**src/hdl/z80alu_pkg.sv**
```systemverilog
// Package for the Z80 8-bit ALU: operation codes, flag masks, result struct
// and flag helper functions. No dependencies.
`timescale 1ns / 1ps
`default_nettype none

package z80alu_pkg;

	// Flag byte layout, bit 7 down: S Z Y H X P/V N C
	localparam logic [7:0] FLAG_S = 8'h80;
	localparam logic [7:0] FLAG_Z = 8'h40;
	localparam logic [7:0] FLAG_Y = 8'h20;
	localparam logic [7:0] FLAG_H = 8'h10;
	localparam logic [7:0] FLAG_X = 8'h08;
	localparam logic [7:0] FLAG_P = 8'h04;
	localparam logic [7:0] FLAG_N = 8'h02;
	localparam logic [7:0] FLAG_C = 8'h01;

	typedef enum logic [4:0] {
		OP_ADD  = 5'd0,
		OP_ADC  = 5'd1,
		OP_SUB  = 5'd2,
		OP_SBC  = 5'd3,
		OP_CP   = 5'd4,
		OP_AND  = 5'd5,
		OP_OR   = 5'd6,
		OP_XOR  = 5'd7,
		OP_INC  = 5'd8,
		OP_DEC  = 5'd9,
		OP_NEG  = 5'd10,
		OP_CPL  = 5'd11,
		OP_DAA  = 5'd12,
		OP_RLC  = 5'd13,
		OP_RRC  = 5'd14,
		OP_RL   = 5'd15,
		OP_RR   = 5'd16,
		OP_SLA  = 5'd17,
		OP_SRA  = 5'd18,
		OP_SLL  = 5'd19,
		OP_SRL  = 5'd20,
		OP_RLCA = 5'd21,
		OP_RRCA = 5'd22,
		OP_RLA  = 5'd23,
		OP_RRA  = 5'd24,
		OP_BIT  = 5'd25,
		OP_RES  = 5'd26,
		OP_SET  = 5'd27,
		OP_CCF  = 5'd28
	} alu_op_t;

	typedef struct packed {
		logic [7:0] result;
		logic [7:0] flags;
		logic       wr;
	} alu_res_t;

	// S, Z and the undocumented Y/X copies of a result
	function automatic logic [7:0] szyx_f(input logic [7:0] r);
		logic [7:0] f;
		begin
			f = r & (FLAG_S | FLAG_Y | FLAG_X);
			if (r == 8'h00) f = f | FLAG_Z;
			szyx_f = f;
		end
	endfunction

	// as above, plus even parity in P/V
	function automatic logic [7:0] szyxp_f(input logic [7:0] r);
		logic [7:0] f;
		begin
			f = szyx_f(r);
			if (!(^r)) f = f | FLAG_P;
			szyxp_f = f;
		end
	endfunction

endpackage

`default_nettype wire

```
**src/hdl/z80_alu8_with_flags_core.sv**
```systemverilog
// Channel   Ports                                              Transfer
// input     start, busy, op, operand_a, operand_b,             start && !busy
//           bit_index, flags_in
// result    done, result, flags_out, result_valid              done (one cycle)
//
// Operands are registered, and the ALU logic sits between the input register and
// the result register. One operation per cycle.
// busy stays low; the result side has no back pressure.
// Asynchronous reset clears the valid bits of both stages.
// Top level of the Z80 8-bit ALU. Depends on z80alu_pkg and z80alu_calc.
`timescale 1ns / 1ps
`default_nettype none

module z80_alu8_with_flags_core (
	input  wire logic       clk,
	input  wire logic       arst_n,
	input  wire logic       start,
	output logic            busy,
	input  wire logic [4:0] op,
	input  wire logic [7:0] operand_a,
	input  wire logic [7:0] operand_b,
	input  wire logic [2:0] bit_index,
	input  wire logic [7:0] flags_in,
	output logic            done,
	output logic [7:0]      result,
	output logic [7:0]      flags_out,
	output logic            result_valid
);
	import z80alu_pkg::*;

	logic       valid_s1;
	logic [4:0] op_s1;
	logic [7:0] a_s1;
	logic [7:0] b_s1;
	logic [2:0] idx_s1;
	logic [7:0] flags_s1;
	alu_res_t   calc_res;
	logic       valid_s2;
	alu_res_t   res_s2;

	assign busy = 1'b0;

	always_ff @(posedge clk or negedge arst_n) begin
		if (!arst_n) begin
			valid_s1 <= 1'b0;
			valid_s2 <= 1'b0;
		end else begin
			valid_s1 <= start && !busy;
			valid_s2 <= valid_s1;
		end
	end

	always_ff @(posedge clk) begin
		if (start && !busy) begin
			op_s1    <= op;
			a_s1     <= operand_a;
			b_s1     <= operand_b;
			idx_s1   <= bit_index;
			flags_s1 <= flags_in;
		end
		if (valid_s1) begin
			res_s2 <= calc_res;
		end
	end

	z80alu_calc u_calc (
		.op        (op_s1),
		.operand_a (a_s1),
		.operand_b (b_s1),
		.bit_index (idx_s1),
		.flags_in  (flags_s1),
		.res       (calc_res)
	);

	assign done         = valid_s2;
	assign result       = res_s2.result;
	assign flags_out    = res_s2.flags;
	assign result_valid = res_s2.wr;

`ifndef ASSERT_OFF
	a_strobe_follows_stage1 : assert property (@(posedge clk) disable iff (!arst_n)
		done == $past(valid_s1 && arst_n))
		else $error("done does not follow stage 1 valid");

	a_no_write_on_test_ops : assert property (@(posedge clk) disable iff (!arst_n)
		(valid_s1 && (op_s1 == OP_CP || op_s1 == OP_BIT || op_s1 == OP_CCF))
		|=> (done && !result_valid))
		else $error("compare, bit test or ccf reported a write");

	a_unused_op_passthru : assert property (@(posedge clk) disable iff (!arst_n)
		(valid_s1 && op_s1 > OP_CCF)
		|=> (result == $past(a_s1) && flags_out == $past(flags_s1) && !result_valid))
		else $error("unassigned code altered result or flags");

	a_res_set_keep_flags : assert property (@(posedge clk) disable iff (!arst_n)
		(valid_s1 && (op_s1 == OP_RES || op_s1 == OP_SET))
		|=> (flags_out == $past(flags_s1) && result_valid))
		else $error("res/set changed the flags");
`endif

endmodule

`default_nettype wire

```
**src/hdl/z80alu_calc.sv**
```systemverilog
// Combinational datapath of the Z80 8-bit ALU: result, flags and write enable
// for one operation. Depends on z80alu_pkg.
`timescale 1ns / 1ps
`default_nettype none

module z80alu_calc (
	input  wire logic [4:0]          op,
	input  wire logic [7:0]          operand_a,
	input  wire logic [7:0]          operand_b,
	input  wire logic [2:0]          bit_index,
	input  wire logic [7:0]          flags_in,
	output z80alu_pkg::alu_res_t     res
);
	import z80alu_pkg::*;

	alu_op_t    op_e;
	logic       cin_use;
	logic [8:0] add_sum;
	logic [8:0] add_cb;
	logic [7:0] add_f;
	logic [7:0] sub_a;
	logic [7:0] sub_b;
	logic [8:0] sub_diff;
	logic [8:0] sub_cb;
	logic [7:0] sub_f;

	assign op_e    = alu_op_t'(op);
	assign cin_use = (op_e == OP_ADC || op_e == OP_SBC) ? flags_in[0] : 1'b0;

	// shared adder
	assign add_sum = {1'b0, operand_a} + {1'b0, operand_b} + {8'd0, cin_use};
	assign add_cb  = {1'b0, operand_a ^ operand_b} ^ add_sum;
	always_comb begin
		add_f = szyx_f(add_sum[7:0]);
		if (add_cb[4]) add_f = add_f | FLAG_H;
		if (add_sum[8]) add_f = add_f | FLAG_C;
		if (~(operand_a[7] ^ operand_b[7]) & (operand_a[7] ^ add_sum[7]))
			add_f = add_f | FLAG_P;
	end

	// shared subtractor; NEG is 0 - a
	assign sub_a    = (op_e == OP_NEG) ? 8'h00 : operand_a;
	assign sub_b    = (op_e == OP_NEG) ? operand_a : operand_b;
	assign sub_diff = {1'b0, sub_a} - {1'b0, sub_b} - {8'd0, cin_use};
	assign sub_cb   = {1'b0, sub_a ^ sub_b} ^ sub_diff;
	always_comb begin
		sub_f = szyx_f(sub_diff[7:0]) | FLAG_N;
		if (sub_cb[4]) sub_f = sub_f | FLAG_H;
		if (sub_diff[8]) sub_f = sub_f | FLAG_C;
		if ((sub_a[7] ^ sub_b[7]) & (sub_a[7] ^ sub_diff[7]))
			sub_f = sub_f | FLAG_P;
	end

	always_comb begin
		logic [7:0] r;
		logic [7:0] f;
		logic       wr;
		logic       cin;
		logic       outb;
		logic       inb;
		logic [7:0] daa_adj;
		logic       daa_c;
		logic       daa_h;
		logic       tbit;
		logic [7:0] bmask;

		r       = operand_a;
		f       = flags_in;
		wr      = 1'b1;
		cin     = flags_in[0];
		outb    = 1'b0;
		inb     = 1'b0;
		daa_adj = 8'h00;
		daa_c   = flags_in[0];
		daa_h   = 1'b0;
		tbit    = operand_a[bit_index];
		bmask   = 8'h01 << bit_index;

		unique case (op_e) inside
			OP_ADD, OP_ADC: begin
				r = add_sum[7:0];
				f = add_f;
			end
			OP_SUB, OP_SBC, OP_NEG: begin
				r = sub_diff[7:0];
				f = sub_f;
			end
			OP_CP: begin
				// Y/X come from the operand, not the difference
				f  = (sub_f & ~(FLAG_Y | FLAG_X)) | (operand_b & (FLAG_Y | FLAG_X));
				wr = 1'b0;
			end
			OP_AND: begin
				r = operand_a & operand_b;
				f = szyxp_f(r) | FLAG_H;
			end
			OP_OR: begin
				r = operand_a | operand_b;
				f = szyxp_f(r);
			end
			OP_XOR: begin
				r = operand_a ^ operand_b;
				f = szyxp_f(r);
			end
			OP_INC: begin
				r = operand_a + 8'd1;
				f = szyx_f(r) | (flags_in & FLAG_C);
				if (operand_a[3:0] == 4'hF) f = f | FLAG_H;
				if (r == 8'h80) f = f | FLAG_P;
			end
			OP_DEC: begin
				r = operand_a - 8'd1;
				f = szyx_f(r) | (flags_in & FLAG_C) | FLAG_N;
				if (operand_a[3:0] == 4'h0) f = f | FLAG_H;
				if (r == 8'h7F) f = f | FLAG_P;
			end
			OP_CPL: begin
				r = ~operand_a;
				f = (flags_in & (FLAG_S | FLAG_Z | FLAG_P | FLAG_C)) | FLAG_H | FLAG_N |
				    (r & (FLAG_Y | FLAG_X));
			end
			OP_DAA: begin
				if (operand_a[3:0] > 4'h9 || flags_in[4]) daa_adj = daa_adj + 8'h06;
				if (operand_a > 8'h99 || flags_in[0]) begin
					daa_adj = daa_adj + 8'h60;
					daa_c   = 1'b1;
				end
				if (flags_in[1]) begin
					daa_h = flags_in[4] && (operand_a[3:0] < 4'h6);
					r     = operand_a - daa_adj;
				end else begin
					daa_h = operand_a[3:0] >= 4'hA;
					r     = operand_a + daa_adj;
				end
				f = szyxp_f(r) | (flags_in & FLAG_N);
				if (daa_h) f = f | FLAG_H;
				if (daa_c) f = f | FLAG_C;
			end
			OP_RLC, OP_RL, OP_SLA, OP_SLL, OP_RLCA, OP_RLA: begin
				outb = operand_a[7];
				if (op_e == OP_RLC || op_e == OP_RLCA) inb = outb;
				else if (op_e == OP_RL || op_e == OP_RLA) inb = cin;
				else if (op_e == OP_SLL) inb = 1'b1;
				else inb = 1'b0;
				r = {operand_a[6:0], inb};
				if (op_e == OP_RLCA || op_e == OP_RLA)
					f = (flags_in & (FLAG_S | FLAG_Z | FLAG_P)) | (r & (FLAG_Y | FLAG_X));
				else
					f = szyxp_f(r);
				if (outb) f = f | FLAG_C;
			end
			OP_RRC, OP_RR, OP_SRA, OP_SRL, OP_RRCA, OP_RRA: begin
				outb = operand_a[0];
				if (op_e == OP_RRC || op_e == OP_RRCA) inb = outb;
				else if (op_e == OP_RR || op_e == OP_RRA) inb = cin;
				else if (op_e == OP_SRA) inb = operand_a[7];
				else inb = 1'b0;
				r = {inb, operand_a[7:1]};
				if (op_e == OP_RRCA || op_e == OP_RRA)
					f = (flags_in & (FLAG_S | FLAG_Z | FLAG_P)) | (r & (FLAG_Y | FLAG_X));
				else
					f = szyxp_f(r);
				if (outb) f = f | FLAG_C;
			end
			OP_BIT: begin
				f = (flags_in & FLAG_C) | FLAG_H;
				if (tbit) begin
					if (bit_index == 3'd7) f = f | FLAG_S;
					if (bit_index == 3'd5) f = f | FLAG_Y;
					if (bit_index == 3'd3) f = f | FLAG_X;
				end else begin
					f = f | FLAG_Z | FLAG_P;
				end
				r  = {7'd0, tbit};
				wr = 1'b0;
			end
			OP_RES: r = operand_a & ~bmask;
			OP_SET: r = operand_a | bmask;
			OP_CCF: begin
				f = (flags_in & (FLAG_S | FLAG_Z | FLAG_P | FLAG_Y | FLAG_X)) |
				    (operand_a & (FLAG_Y | FLAG_X));
				if (cin) f = f | FLAG_H;
				else f = f | FLAG_C;
				wr = 1'b0;
			end
			default: begin
				// unassigned codes: pass through, no write
				r  = operand_a;
				f  = flags_in;
				wr = 1'b0;
			end
		endcase

		res.result = r;
		res.flags  = f;
		res.wr     = wr;
	end

endmodule

`default_nettype wire

```
**config.mk**
```make
export PLATFORM = sky130hd
export DESIGN_NAME = z80_alu8_with_flags_core
export DESIGN_NICKNAME = d
export VERILOG_FILES = /design/src/hdl/z80alu_pkg.sv /design/src/hdl/z80_alu8_with_flags_core.sv /design/src/hdl/z80alu_calc.sv
export SDC_FILE = /design/constraint.sdc
export NUM_CORES = 1
export LEC_CHECK = 0
export ABC_AREA = 1
export BUFFER_PORTS_ARGS = -buffer_cell sky130_fd_sc_hd__buf_2
export CAP_MARGIN = 20
export CORE_UTILIZATION = 50
export CTS_CLUSTER_DIAMETER = 200
export CTS_CLUSTER_SIZE = 24
export DETAILED_ROUTE_END_ITERATION = 10
export PLACE_DENSITY = 0.72
export SETUP_SLACK_MARGIN = 0.02
export SLEW_MARGIN = 20
export SYNTH_ARGS = -nofsm -noshare
export SYNTH_HDL_FRONTEND = slang
export SYNTH_SLANG_ARGS = --single-unit
```
**constraint.sdc**
```tcl
create_clock -name clk -period 4.7 [get_ports clk]
set_input_delay 0.235 -clock clk [delete_from_list [all_inputs] [get_ports clk]]
set_output_delay 0.235 -clock clk [all_outputs]
set_load 0.005 [all_outputs]
```
==> results of run 1 <==
[area by class of cell]
type	instances	area (sq um)
multi-input combinational	736	4150
clock inverter	3	23.8
fill	1264	5190
tap	168	210
clock buffer	5	125
sequential	51	1520
timing repair buffer	71	405
inverter	130	488
[synthesized netlist by cell type (2+ instances only)]
| library cell | instances |
|---|---|
| sky130_fd_sc_hd__nand3_1 | 80 |
| sky130_fd_sc_hd__nor3_1 | 11 |
| sky130_fd_sc_hd__nand3b_1 | 6 |
| sky130_fd_sc_hd__fa_1 | 4 |
| sky130_fd_sc_hd__nor2_1 | 98 |
| sky130_fd_sc_hd__inv_1 | 117 |
| sky130_fd_sc_hd__nor4_1 | 3 |
| sky130_fd_sc_hd__o22ai_1 | 14 |
| sky130_fd_sc_hd__inv_2 | 9 |
| sky130_fd_sc_hd__xnor2_1 | 6 |
| sky130_fd_sc_hd__edfxtp_1 | 49 |
| sky130_fd_sc_hd__a22oi_1 | 2 |
| sky130_fd_sc_hd__clkbuf_1 | 5 |
| sky130_fd_sc_hd__o21bai_1 | 2 |
| sky130_fd_sc_hd__dfrtp_1 | 2 |
| sky130_fd_sc_hd__xor2_1 | 17 |
| sky130_fd_sc_hd__a21oi_1 | 33 |
| sky130_fd_sc_hd__nor2_2 | 9 |
| sky130_fd_sc_hd__or2_2 | 4 |
| sky130_fd_sc_hd__o21ai_0 | 51 |
| sky130_fd_sc_hd__nand2_4 | 2 |
| sky130_fd_sc_hd__o211ai_1 | 5 |
| sky130_fd_sc_hd__o2111ai_1 | 2 |
| sky130_fd_sc_hd__buf_4 | 3 |
| sky130_fd_sc_hd__ha_1 | 71 |
| sky130_fd_sc_hd__nor2_4 | 5 |
| sky130_fd_sc_hd__buf_2 | 7 |
| sky130_fd_sc_hd__a31oi_1 | 6 |
| sky130_fd_sc_hd__nand2_2 | 9 |
| sky130_fd_sc_hd__nand2_1 | 259 |
| sky130_fd_sc_hd__nand4_1 | 23 |
| sky130_fd_sc_hd__clkinv_1 | 4 |
[worst max-delay path by stage]
stage                     startpoint           end  slack (ns)  cells past startpoint
after detailed placement     a_s1[1]  flags_out[2]        0.47                     27
after floorplan              a_s1[1]  flags_out[2]        0.62                     27
final                        a_s1[1]  flags_out[2]        0.48                     27
after CTS                    a_s1[1]  flags_out[2]        0.47                     27
after global placement       a_s1[1]  flags_out[2]        0.65                     27
after global routing         a_s1[1]  flags_out[2]        0.04                     27
[sequential cells by signal (all words and copies together) (netlist names)]
register,cells
a_s1,8
b_s1,8
flags_out,8
flags_s1,8
result,8
op_s1,5
idx_s1,3
done,1
result_valid,1
valid_s1,1
[layer usage]
metal | track usage, % | wire, microns | up-vias | share of wire, %
met1 | 46.6 | 8920 | 2912 | 42
met5 | 0 | 0 | - | 0
li1 | - | - | 3208 | -
met2 | 52.5 | 8930 | 410 | 42
met4 | 15.7 | 1150 | 0 | 5.4
met3 | 6.27 | 2280 | 85 | 11
[timing repair]
item	in CTS	in global routing
endpoints found under the hold margin	2	0
endpoints found under the setup margin	0	1
resized for setup	0	1
hold buffers	1	0
[power by group]
part	total [mW]	internal, mW	switching (mW)
registers	0.615	0.572	0.0429
clock network	0.383	0.200	0.183
logic	1.01	0.360	0.645
[per-stage QoR]
| step | power [mW] | hold WS, ns |
|---|---|---|
| after detailed placement | 1.60 | 0.0221 |
| final | 2.00 | 0.0936 |
| after global routing | 2.14 | 0.0849 |
| after global placement | 1.59 | 0.0201 |
| after floorplan | 1.31 | -0.0606 |
| after CTS | 1.99 | 0.0889 |
[cell families after synthesis]
kind of cell | Yosys count
flip-flops | 51
other | 1
buffers and inverters | 146
adder cells (fa/ha/maj) | 75
AO/OA/AOI/OAI | 121
XOR/XNOR | 23
AND/OR/NAND/NOR | 516
==> out/results.txt, run 1 <==
result of the run - finished, final reports clean
Reg2Reg Launch Point - a_s1[1]
vias in the first global route - 6,080
power density cells - 289 nW/um^2
Worst EP arrival - 4.30 ns
Worst setup EP type - register
measured slew at the worst slew-check pin - 0.801 ns
port bufs - 52
worst-skew pair later-pin latency - 0.31 ns
fraction of registers with async set/reset - 3.92%
Avg Synthesized Cell Area - 6.69 sq um
count of final max-slew check failures - 0
wire length of the first global-routing pass - 33.0 mm
largest family of logic cells by synthesized area - simple AND/OR/NAND/NOR gates
origin of the worst min-delay path - operand_a[7]
share of layout cells above drive strength 1 - 12.2%
detailed-route wire length - 21.3 mm
Core Rows - 40
dpl cells - 1,155
VDD IR-drop max - 225 uV
Netlist Area Pre-Place - 6240 sq um
CTS sink count - 51
worst setup timing slack at the placement stage - 0.472 ns
Post-Synth Adder-Cell Area - 15.5%
post-route setup TNS - 0 ns
classification of the worst setup path - reg -> reg
clock tree from TritonCTS - done
final count of hold timing violations - 0
area fraction in compound gates after synthesis - 10.9%
final global-route overflow total - 0
path type of the worst min-delay path - in -> reg
r2r worst-path depth - 27
signed area change from the synthesized netlist to the final layout - 10.9%
commonest cells after routing, fill and taps aside - sky130_fd_sc_hd__nand2_1 (259), sky130_fd_sc_hd__inv_1 (117), sky130_fd_sc_hd__nor2_1 (98)
most instantiated flip-flop cell in the synthesis netlist - sky130_fd_sc_hd__edfxtp_1
Startpoint Class - register
fmax - 0.237 GHz
number of enable-type register cells in the synthesized netlist - 49
synthesized flop and latch total - 51
clock root cell - sky130_fd_sc_hd__clkbuf_16
Die Wd - 114 microns
RSZ-0062 raised after global routing - no
destination of the worst register-to-register timing path - flags_out[2]
sequential area share after synthesis - 24.4%
cell type of the slowest stage on the worst timing path - sky130_fd_sc_hd__edfxtp_1
number of top-level pins - 54
count of mapped cells out of synthesis - 933
Post-Synthesis Net Count - 1,043
critical path's most frequent cell - sky130_fd_sc_hd__nand2_1
final clock skew - 0.00925 ns
cell types with the largest area share after synthesis - sky130_fd_sc_hd__edfxtp_1 (24%), sky130_fd_sc_hd__nand2_1 (16%), sky130_fd_sc_hd__ha_1 (14%)
Required @ worst endpoint - 4.78 ns
area share of the leading cell type in the synthesized netlist - 23.6%
period utilization - 89.9%
number of buffers on the longest clock path - 2
biggest area consumer among synthesized cells - sky130_fd_sc_hd__edfxtp_1
yosys synthesis warning count - 0
# nets final - 1,105
initial drt markers - 688
antenna diode instance count - 0
Max stage delay on crit path - 0.38 ns
ANT nets after route - 0
kind of cell adding the most delay to the critical path - adder cells
total setup violations reported at the end of the flow - 0
initial core utilization - 51.5%
worst max-slew margin expressed relative to the limit - 45.9%
routability congestion estimate from global placement - 1.06
Post-Synth XOR/XNOR Area - 3.23%
number of iterations in the first detailed-routing pass - 7
Num CTS Buffers - 5
height of the chip - 114 microns
share of the core filled with cells - 57.1%
post-route setup slack - 0.476 ns
maximum number of pins on one net before global-route repair - 34
maximum level of the CTS H-tree - 2
crit-path max FO - 8
post-layout instance count excluding filler cells - 1,164
library cells used by synthesis - 47
final critical delay including setup and external delays - 4.22 ns
Core Area - 12,100 sq um
area fraction in and, or, nand and nor cells after synthesis - 36.7%
post-DP HPWL - 16.9 mm
Total Routing Usage GR - 34.1%
overall die area - 12,900 sq um
WHS Path Cells - 1
Buf+Inv Stages, Crit Path - 4
number of setup buffers added after CTS - 0
FF-to-FF setup slack - 0.48 ns
worst min-delay path endpoint - a_s1[7]
Final Cell Area - 6920 sq um
number of max-capacitance violations reported - 0
Leakage Power - 3.54 nW
clock transition at the register clock pins on the worst setup and hold paths after CTS - 0.07 ns
final routed DRC violation total - 0
number of vias in the routed layout - 6,615
multiplexer share of the synthesized area - 0%
number of vias per cell after detailed routing - 5.68
initial antenna violation count - 0
detailed-route wire length per cell - 18.3 microns
most common cell after layout, fill and taps aside - sky130_fd_sc_hd__nand2_1
cell area after placement - 6760 sq um
(Power assumes the default switching activity.)
==> run 2: changes to the inputs <==
- PLACE_DENSITY: 0.72 -> 0.69
==> run 2 against run 1 <==
Non-clock buffer count unchanged. Clock skew up 0.0011 ns. Core utilization up 0.34 points. Critical path type unchanged.
==> out/results.txt, run 2 (same netlist as run 1, synthesis figures left out) <==
result of the run - finished, final reports clean
Leakage Power - 3.57 nW (+0.73%)
worst-skew pair later-pin latency - 0.31 ns (about the same)
post-DP HPWL - 16.6 mm (-1.7%)
fill cell instance count of the final layout - 1,232 (-2.5%)
critical path's most frequent cell - sky130_fd_sc_hd__nand2_1
detailed-route wire length per cell - 18.2 microns (-0.41%)
total setup violations reported at the end of the flow - 0 (unchanged)
Max stage delay on crit path - 0.39 ns (about the same)
wire length of the first global-routing pass - 32.7 mm (-0.96%)
VDD IR-drop max - 296 uV (+32%)
Worst setup EP type - register
cell area after placement - 6760 sq um (unchanged)
worst setup timing slack at the placement stage - 0.655 ns (+0.183 ns)
final count of hold timing violations - 0 (unchanged)
footprint of the multi-input gates - 4140 sq um (about the same)
number of top-level pins - 54 (unchanged)
final clock skew - 0.0104 ns (+0.00111 ns)
kind of cell adding the most delay to the critical path - adder cells
Die Wd - 114 microns (unchanged)
number of vias in the routed layout - 6,663 (+0.73%)
post-layout instance count excluding filler cells - 1,164 (unchanged)
register area - 1520 sq um (unchanged)
number of max-capacitance violations reported - 0 (unchanged)
routability congestion estimate from global placement - 1.01 (-5.6%)
initial core utilization - 51.5% (unchanged)
final routed DRC violation total - 0 (unchanged)
share of the core filled with cells - 57.5% (+0.34 points)
Required @ worst endpoint - 4.77 ns (about the same)
number of buffers on the longest clock path - 2 (unchanged)
path type of the worst min-delay path - in -> reg
clock tree from TritonCTS - done
# nets final - 1,105 (unchanged)
classification of the worst setup path - reg -> reg
CTS-repair resized insts - 0 (unchanged)
count of final max-slew check failures - 0 (unchanged)
number of setup buffers added after CTS - 0 (unchanged)
ANT nets after route - 0 (unchanged)
number of vias per cell after detailed routing - 5.72 (+0.73%)
final critical delay including setup and external delays - 4.08 ns (-0.148 ns)
vias in the first global route - 6,055 (-0.41%)
clock transition at the register clock pins on the worst setup and hold paths after CTS - 0.07 ns (about the same)
worst max-slew margin expressed relative to the limit - 41.1% (-4.8 points)
initial drt markers - 859 (+25%)
post-layout total power - 2.10 mW (+4.6%)
overall die area - 12,900 sq um (unchanged)
post-route setup slack - 0.623 ns (+0.148 ns)
power density cells - 301 nW/um^2 (+4.0%)
Core Area - 12,100 sq um (unchanged)
signed area change from the synthesized netlist to the final layout - 11.5%
RSZ-0062 raised after global routing - no
Startpoint Class - register
Final Cell Area - 6960 sq um (+0.60%)
Hold Buf Count CTS - 1 (unchanged)
commonest cells after routing, fill and taps aside - sky130_fd_sc_hd__nand2_1 (259), sky130_fd_sc_hd__inv_1 (117), sky130_fd_sc_hd__nor2_1 (98)
post-route setup TNS - 0 ns (unchanged)
fmax - 0.245 GHz (+3.6%)
Num CTS Buffers - 5 (unchanged)
most common cell after layout, fill and taps aside - sky130_fd_sc_hd__nand2_1
cell type of the slowest stage on the worst timing path - sky130_fd_sc_hd__edfxtp_1
CTS sink count - 51 (unchanged)
Core Rows - 40 (unchanged)
number of iterations in the first detailed-routing pass - 6 (-1)
worst hold margin - 0.0961 ns (+0.00251 ns)
period utilization - 86.7% (-3.1 points)
height of the chip - 114 microns (unchanged)
port bufs - 52 (unchanged)
maximum level of the CTS H-tree - 2 (unchanged)
measured slew at the worst slew-check pin - 0.872 ns (+0.0711 ns)
clock root cell - sky130_fd_sc_hd__clkbuf_16
share of layout cells above drive strength 1 - 12.1% (-0.10 points)
final global-route overflow total - 0 (unchanged)
Total Routing Usage GR - 33.6% (-0.58 points)
Worst EP arrival - 4.15 ns (-0.15 ns)
dpl cells - 1,155 (unchanged)
initial antenna violation count - 0 (unchanged)
Buf+Inv Stages, Crit Path - 4 (unchanged)
maximum number of pins on one net before global-route repair - 34 (unchanged)
antenna diode instance count - 0 (unchanged)
detailed-route wire length - 21.2 mm (-0.41%)
crit-path max FO - 6 (-2)
## run 2: power by group
part,switching (mW),internal (mW)
combinational,0.647,0.360
clock,0.170,0.305
sequential,0.0416,0.572
## run 2: final timing paths
kind / from / cells after the start / end / slack (ns)
setup / recovery: a_s1[1] / 27 / flags_out[2] / 0.62
setup reg to reg: a_s1[1] / 27 / flags_out[2] / 0.62
max in group asynchronous: arst_n / 2 / valid_s1 / 4.36
min in group asynchronous: arst_n / 2 / done / 0.25
hold / removal: flags_in[2] / 1 / flags_s1[2] / 0.1
hold reg to reg: flags_s1[3] / 2 / flags_out[3] / 0.68
## run 2: layer usage
metal | share of wire (%) | GRT usage (%)
met1 | 43 | 46.8
met2 | 42 | 50.1
met3 | 11 | 6.48
met4 | 4.5 | 15.4
met5 | 0 | 0
## run 2: final cells by class
type                    instances  share of cell area, %
clock buffers                   5                   1.80
clock inverters                 3                  0.971
inverters                     130                   7.01
multi-input cells             736                   59.5
flip-flops and latches         51                   21.9
well taps                     168                   3.02
repair buffers                 71                   5.82
